===== src/design/aavr_pkg.sv =====
// shared types, constants and rounding helpers for the axis-angle rotation core
`timescale 1ns / 1ps
package aavr_pkg;

   // angle constants in Q16.16 degrees
   localparam logic [23:0] HALF_TURN_DEG    = 24'd11796480;
   localparam logic [24:0] TURN_DEG         = 25'd23592960;
   localparam logic [22:0] QUARTER_TURN_DEG = 23'd5898240;
   localparam int unsigned TURN_SHIFT       = 19;

   // pi in Q2.30, and the largest radian magnitude after the fold
   localparam logic [31:0] PI_Q30     = 32'd3373259426;
   localparam logic signed [33:0] HALF_PI_Q30 = 34'sd1686629713;

   // reciprocals of 45 for exact small-range division
   localparam logic [14:0] RECIP45_TURN = 15'd23302;     // shift 20
   localparam logic [24:0] RECIP45_RAD  = 25'd23860930;  // shift 30
   localparam logic [5:0]  DIV45        = 6'd45;

   // Q2.30 one and polynomial seeds
   localparam logic signed [33:0] Q30_ONE   = 34'sd1073741824;
   localparam logic signed [33:0] SIN_START = -34'sd26;
   localparam logic signed [33:0] COS_START = -34'sd280;
   localparam int HORNER_STEPS = 5;

   // saturation limits
   localparam logic signed [71:0] SAT_MAX = 72'sd2147483647;
   localparam logic signed [71:0] SAT_MIN = -72'sd2147483648;

   typedef struct packed {
      logic signed [33:0] y;
      logic               flip;
   } angle_type;

   typedef struct packed {
      logic signed [33:0] s;
      logic signed [33:0] c;
   } sincos_type;

   typedef struct packed {
      logic signed [31:0] axis_x;
      logic signed [31:0] axis_y;
      logic signed [31:0] axis_z;
      logic signed [31:0] vec_x;
      logic signed [31:0] vec_y;
      logic signed [31:0] vec_z;
   } geom_type;

   // sine horner addend per step
   function automatic logic signed [33:0] sin_add(input int i);
      logic signed [33:0] k;
      case (i)
         0:       k = 34'sd2956;
         1:       k = -34'sd213040;
         2:       k = 34'sd8947846;
         3:       k = -34'sd178956974;
         default: k = Q30_ONE;
      endcase
      return k;
   endfunction

   // cosine horner addend per step
   function automatic logic signed [33:0] cos_add(input int i);
      logic signed [33:0] k;
      case (i)
         0:       k = 34'sd26586;
         1:       k = -34'sd1491253;
         2:       k = 34'sd44739212;
         3:       k = -34'sd536870912;
         default: k = Q30_ONE;
      endcase
      return k;
   endfunction

   // right shift on the magnitude, round half away from zero
   function automatic logic signed [71:0] rnd_shift(input logic signed [71:0] v,
                                                    input int unsigned s);
      logic [71:0] mag;
      logic [71:0] half;
      half = 72'd1 << (s - 1);
      mag  = v[71] ? 72'(-v) : 72'(v);
      mag  = (mag + half) >> s;
      return v[71] ? $signed(72'd0 - mag) : $signed(mag);
   endfunction

endpackage


===== src/design/aavr_angle.sv =====
// angle reduction to [-90,90] degrees and exact conversion to Q2.30 radians
`timescale 1ns / 1ps
module aavr_angle (
   input  logic               clock,
   input  logic               reset,
   input  logic               en,
   input  logic               in_valid,
   input  logic signed [31:0] angle_deg,
   output logic               out_valid,
   output aavr_pkg::angle_type out
);
   import aavr_pkg::*;

   // stage 1: nearest turn count via reciprocal multiply
   logic [31:0] a_mag;
   logic [32:0] a_round;
   logic [13:0] n_turn;
   logic [28:0] s1_prod_in, s1_prod_ff;
   logic signed [31:0] s1_angle_ff;
   logic s1_vld_ff;

   always_comb begin
      a_mag      = angle_deg[31] ? 32'(-(33'(angle_deg))) : 32'(angle_deg);
      a_round    = {1'b0, a_mag} + 33'(HALF_TURN_DEG);
      n_turn     = a_round[32:TURN_SHIFT];
      s1_prod_in = 29'(n_turn) * 29'(RECIP45_TURN);
   end

   always_ff @(posedge clock) begin
      if (reset) s1_vld_ff <= 1'b0;
      else if (en) s1_vld_ff <= in_valid;
      if (en) begin
         s1_prod_ff  <= s1_prod_in;
         s1_angle_ff <= angle_deg;
      end
   end

   // stage 2: subtract whole turns, fold into a quarter turn
   logic [8:0]  turns;
   logic [33:0] turn_amt;
   logic signed [34:0] turn_s, r_full, r_fold;
   logic        flip_in;
   logic [22:0] s2_mag_in, s2_mag_ff;
   logic        s2_neg_ff, s2_flip_ff, s2_vld_ff;

   always_comb begin
      turns    = s1_prod_ff[28:20];
      turn_amt = 34'(turns) * 34'(TURN_DEG);
      turn_s   = 35'(turn_amt);
      r_full   = s1_angle_ff[31] ? 35'(s1_angle_ff) + turn_s : 35'(s1_angle_ff) - turn_s;
      flip_in  = 1'b0;
      r_fold   = r_full;
      if (r_full > $signed(35'(QUARTER_TURN_DEG))) begin
         r_fold  = $signed(35'(HALF_TURN_DEG)) - r_full;
         flip_in = 1'b1;
      end else if (r_full < -$signed(35'(QUARTER_TURN_DEG))) begin
         r_fold  = -$signed(35'(HALF_TURN_DEG)) - r_full;
         flip_in = 1'b1;
      end
      s2_mag_in = r_fold[34] ? 23'(-r_fold) : 23'(r_fold);
   end

   always_ff @(posedge clock) begin
      if (reset) s2_vld_ff <= 1'b0;
      else if (en) s2_vld_ff <= s1_vld_ff;
      if (en) begin
         s2_mag_ff  <= s2_mag_in;
         s2_neg_ff  <= r_fold[34];
         s2_flip_ff <= flip_in;
      end
   end

   // stage 3: scale by pi, pre-shift the divisor power of two
   logic [54:0] num;
   logic [36:0] s3_n_ff;
   logic        s3_neg_ff, s3_flip_ff, s3_vld_ff;

   assign num = 55'(s2_mag_ff) * 55'(PI_Q30) + 55'(QUARTER_TURN_DEG);

   always_ff @(posedge clock) begin
      if (reset) s3_vld_ff <= 1'b0;
      else if (en) s3_vld_ff <= s2_vld_ff;
      if (en) begin
         s3_n_ff    <= num[54:18];
         s3_neg_ff  <= s2_neg_ff;
         s3_flip_ff <= s2_flip_ff;
      end
   end

   // stage 4: upper chunk divided by 45
   logic [42:0] ph;
   logic [12:0] s4_qh_ff;
   logic [17:0] s4_nh_ff;
   logic [18:0] s4_nl_ff;
   logic        s4_neg_ff, s4_flip_ff, s4_vld_ff;

   assign ph = 43'(s3_n_ff[36:19]) * 43'(RECIP45_RAD);

   always_ff @(posedge clock) begin
      if (reset) s4_vld_ff <= 1'b0;
      else if (en) s4_vld_ff <= s3_vld_ff;
      if (en) begin
         s4_qh_ff   <= ph[42:30];
         s4_nh_ff   <= s3_n_ff[36:19];
         s4_nl_ff   <= s3_n_ff[18:0];
         s4_neg_ff  <= s3_neg_ff;
         s4_flip_ff <= s3_flip_ff;
      end
   end

   // stage 5: remainder joins lower chunk, second reciprocal multiply
   logic [5:0]  rem_h;
   logic [24:0] nxt;
   logic [49:0] pl_in, s5_pl_ff;
   logic [12:0] s5_qh_ff;
   logic        s5_neg_ff, s5_flip_ff, s5_vld_ff;

   always_comb begin
      rem_h = 6'(s4_nh_ff - 18'(s4_qh_ff * 18'(DIV45)));
      nxt   = {rem_h, s4_nl_ff};
      pl_in = 50'(nxt) * 50'(RECIP45_RAD);
   end

   always_ff @(posedge clock) begin
      if (reset) s5_vld_ff <= 1'b0;
      else if (en) s5_vld_ff <= s4_vld_ff;
      if (en) begin
         s5_pl_ff   <= pl_in;
         s5_qh_ff   <= s4_qh_ff;
         s5_neg_ff  <= s4_neg_ff;
         s5_flip_ff <= s4_flip_ff;
      end
   end

   // stage 6: assemble signed radians
   logic [31:0] y_mag;
   angle_type   out_in, out_ff;
   logic        s6_vld_ff;

   always_comb begin
      y_mag       = {s5_qh_ff, 19'd0} + 32'(s5_pl_ff[49:30]);
      out_in.y    = s5_neg_ff ? -$signed(34'(y_mag)) : $signed(34'(y_mag));
      out_in.flip = s5_flip_ff;
   end

   always_ff @(posedge clock) begin
      if (reset) s6_vld_ff <= 1'b0;
      else if (en) s6_vld_ff <= s5_vld_ff;
      if (en) out_ff <= out_in;
   end

   assign out_valid = s6_vld_ff;
   assign out       = out_ff;

   // folded angle never exceeds a quarter turn
   a_y_bound: assert property (@(posedge clock) disable iff (reset)
      out_valid |-> (out.y <= HALF_PI_Q30 && out.y >= -HALF_PI_Q30))
      else $error("folded angle out of range");

endmodule


===== config.mk =====
export PLATFORM = sky130hd
export DESIGN_NAME = aavr_angle
export DESIGN_NICKNAME = d
export VERILOG_FILES = /design/src/design/aavr_pkg.sv /design/src/design/aavr_angle.sv
export SDC_FILE = /design/constraint.sdc
export NUM_CORES = 2
export LEC_CHECK = 0
export BUFFER_PORTS_ARGS = -buffer_cell sky130_fd_sc_hd__buf_2
export CORE_MARGIN = 2
export CORE_UTILIZATION = 60
export CTS_CLUSTER_SIZE = 25
export DETAILED_ROUTE_END_ITERATION = 10
export GPL_TIMING_DRIVEN = 1
export PLACE_DENSITY = 0.87
export RECOVER_POWER = 50
export SYNTH_ARGS = -nofsm -noshare
export SYNTH_HDL_FRONTEND = slang
export SYNTH_SLANG_ARGS = --single-unit

===== constraint.sdc =====
create_clock -name clock -period 11 [get_ports clock]
set_input_delay 1.65 -clock clock [delete_from_list [all_inputs] [get_ports clock]]
set_output_delay 1.65 -clock clock [all_outputs]
set_load 0.01 [all_outputs]

==> results by group <==
Run status
  – Outcome: finished with violations
  – Violated checks: capacitance limit, slew limit

Route
  – Met3 WL: 5240 um
  – Final wirelength: 87400 um
  – Avg Vias per Cell: 5.71
  – Avg WL per Cell: 17.9 um
  – # DRC: 0
  – Post-route ant nets: 0
  – M1 wire length: 34500 um
  – Initial drt markers: 1592
  – Vias: 27800
  – DR top layer: met4
  – Detail Route met2 WL: 44100 um
  – First-pass DRT Iterations: 6

Clocking
  – H-Tree Depth: 1
  – Worst-skew pair later-pin latency: 590 ps
  – Post-CTS sizing: 0
  – Root Driver: clkbuf_16
  – CTS Buf Count: 27
  – CTS clk-pin slew, worst paths: 60 ps
  – Post-CTS Hold Buffers: 0
  – Setup Fix Bufs, Post-CTS: 0
  – Clock sinks: 221
  – Clock buffer depth: 3
  – CTS tree: yes

Yosys
  – Synthesized netlist cell count: 3921
  – Post-synth EDFFs: 215
  – Asr flop ratio synth: 0
  – Synth Area per Inst: 10.3 um^2
  – Post-synth top area share: 0.285
  – Area contributors post-synth: fa_1 28%, ha_1 25%, edfxtp_1 16%
  – Sequential fraction of the synthesis area: 0.163
  – Mapped Area: 40400 um^2
  – Yosys reg bits: 221
  – Most area-hungry cell type in the Yosys netlist: fa_1
  – Synth Warn #: 0
  – Library cells used by synthesis: 81
  – Most used DFF post-synth: edfxtp_1

Global routing
  – Vias in the first global route: 30100
  – Congestion Overflow GR: 0
  – Largest net degree at the start of global routing: 82
  – Initial antenna violation count: 0
  – First-pass GRT wire length: 147000 um
  – Global Route Usage Sum: 0.260

Timing
  – Min Tclk post-route: 9520 ps
  – Least-Margin Pin Slew: 3830 ps
  – RSZ-0062 raised after global routing: no
  – Final setup fails: 0
  – Tcrit/Tclk final: 0.865
  – Fin. max-slew vios: 144
  – Clock Skew: 16.6 ps
  – Max frequency: 0.105 GHz
  – Slew Limit Headroom: -1.56
  – Setup TNS: 0 ps
  – Final Hold Vio Count: 0

Critical path
  – R2R cell count: 26
  – CP Capture Type: flop
  – Startpoint Class: flop
  – Reg-to-reg endpoint: s3_n_ff[36]
  – Worst Setup EP: s3_n_ff[36]
  – FF-to-FF Start: s2_mag_ff[6]
  – CP Data Required Time: 11340 ps
  – Arrival time worst endpoint: 9860 ps
  – CP Max Fanout: 8
  – Crit. Startpoint: s2_mag_ff[6]
  – Critical path type: reg -> reg
  – Flop2flop setup slack: 1480 ps

Final layout
  – Most common cell after layout, fill and taps aside: inv_1
  – Ant diodes: 0
  – Layout cells sized above 1: 0.0257
  – Commonest cells after routing, fill and taps aside: 924 x inv_1, 800 x ha_1, 575 x fa_1
  – Layout area overhead: 5.46%
  – Nets: 5391

Place
  – Final HPWL DP: 74500 um
  – PortBufs: 71
  – Gpl congestion: 0.974

Worst hold path
  – Hold Startpoint: s3_n_ff[9]
  – Worst min path class: reg -> reg

Die
  – Die X: 263 um
  – Core Area: 66900 um^2
  – Initial core utilization: 0.604
  – Row cnt: 95
  – Die Footprint: 69400 um^2
  – Top Ports: 72
  – Die Height: 263 um

Flow run
  – Maxcap violations: 2
registers in the layout, summed over array words and instances, names as in the netlist, 13 cells and up:
name and count:
s2_mag_ff 23, s3_n_ff 37, s1_angle_ff 32, s5_qh_ff 13
s4_nl_ff 19, out 35, s5_pl_ff 20, s4_qh_ff 13
stage by stage:
stage	setup slack (ps)	utilization	instances	hold WS [ps]	instance area (um^2)
detailed placement	1020	0.624	4824	405	41700
CTS	1510	0.638	4874	418	42700
global route	832	0.637	4874	424	42600
floorplan	1750	-	3925	400	40400
finish	1480	0.637	4874	419	42600
global placement	1110	0.624	4824	400	41700
routing by layer:
| metal | vias up | GRT usage |
|---|---|---|
| li1 | 13100 | - |
| met1 | 13600 | 0.315 |
| met2 | 885 | 0.468 |
| met3 | 267 | 0.0401 |
| met4 | 0 | 0.0976 |
| met5 | - | 0 |
synth_stat cells, types with 26 or more instances:
cell type,count
xor2_1,84
clkbuf_1,48
nand3_1,57
or3_1,28
ha_1,800
a211oi_1,26
o21a_1,34
fa_1,575
a21oi_1,106
edfxtp_1,215
o21ai_0,101
inv_1,924
nand2_1,117
nor2_1,150
a21o_1,64
xnor2_1,162
nor3_1,57
cell type report:
cell class	count	area, um^2
clock buffers	29	683
clock inverters	21	278
fillers	5020	24300
inverters	925	3470
multi-input cells	2725	30200
flip-flops and latches	221	6580
well taps	873	1090
repair buffers	80	348
how the worst min path moves through the flow:
stage	to	cells past startpoint	slack, ps
after floorplan	out[0]	0	400
final	s4_nl_ff[9]	0	420
after CTS	s5_qh_ff[8]	0	420
after detailed placement	s4_nl_ff[9]	0	410
after global placement	s5_qh_ff[10]	0	400
after global routing	s5_qh_ff[9]	0	420
logic make-up (layout without fill, tap and decap cells):
kind of cell | count (synthesis) | after routing | share of synthesized area
fa+ha+maj | 1375 | 1375 | 0.533
other cells | 2 | 6 | 0.000186
flops | 221 | 221 | 0.163
xor+xnor | 246 | 246 | 0.0533
compound gates | 492 | 492 | 0.0824
buf+inv | 979 | 1055 | 0.0912
simple gates | 588 | 588 | 0.0728
mux | 18 | 18 | 0.00452
worst max-delay path: stages, from the launching register on:
cell and delay [ps]:
edfxtp_1 570, inv_1 140, fa_1 630, fa_1 560, inv_1 60, fa_1 500
fa_1 510, inv_1 50, fa_1 480, inv_1 60, fa_1 500, fa_1 490
ha_1 410, a21o_1 230, a21oi_1 180, nor3b_1 200, o21ai_0 260, and3_1 310
nor3_1 300, o211ai_1 250, nor4_1 580, nand3_1 270, or3_1 430, or4_1 630
mux2_2 310, nor3_1 240, xnor2_1 100
Power is not shown: default switching activity piles up to over one toggle a cycle in this logic, so the estimate is an artifact.
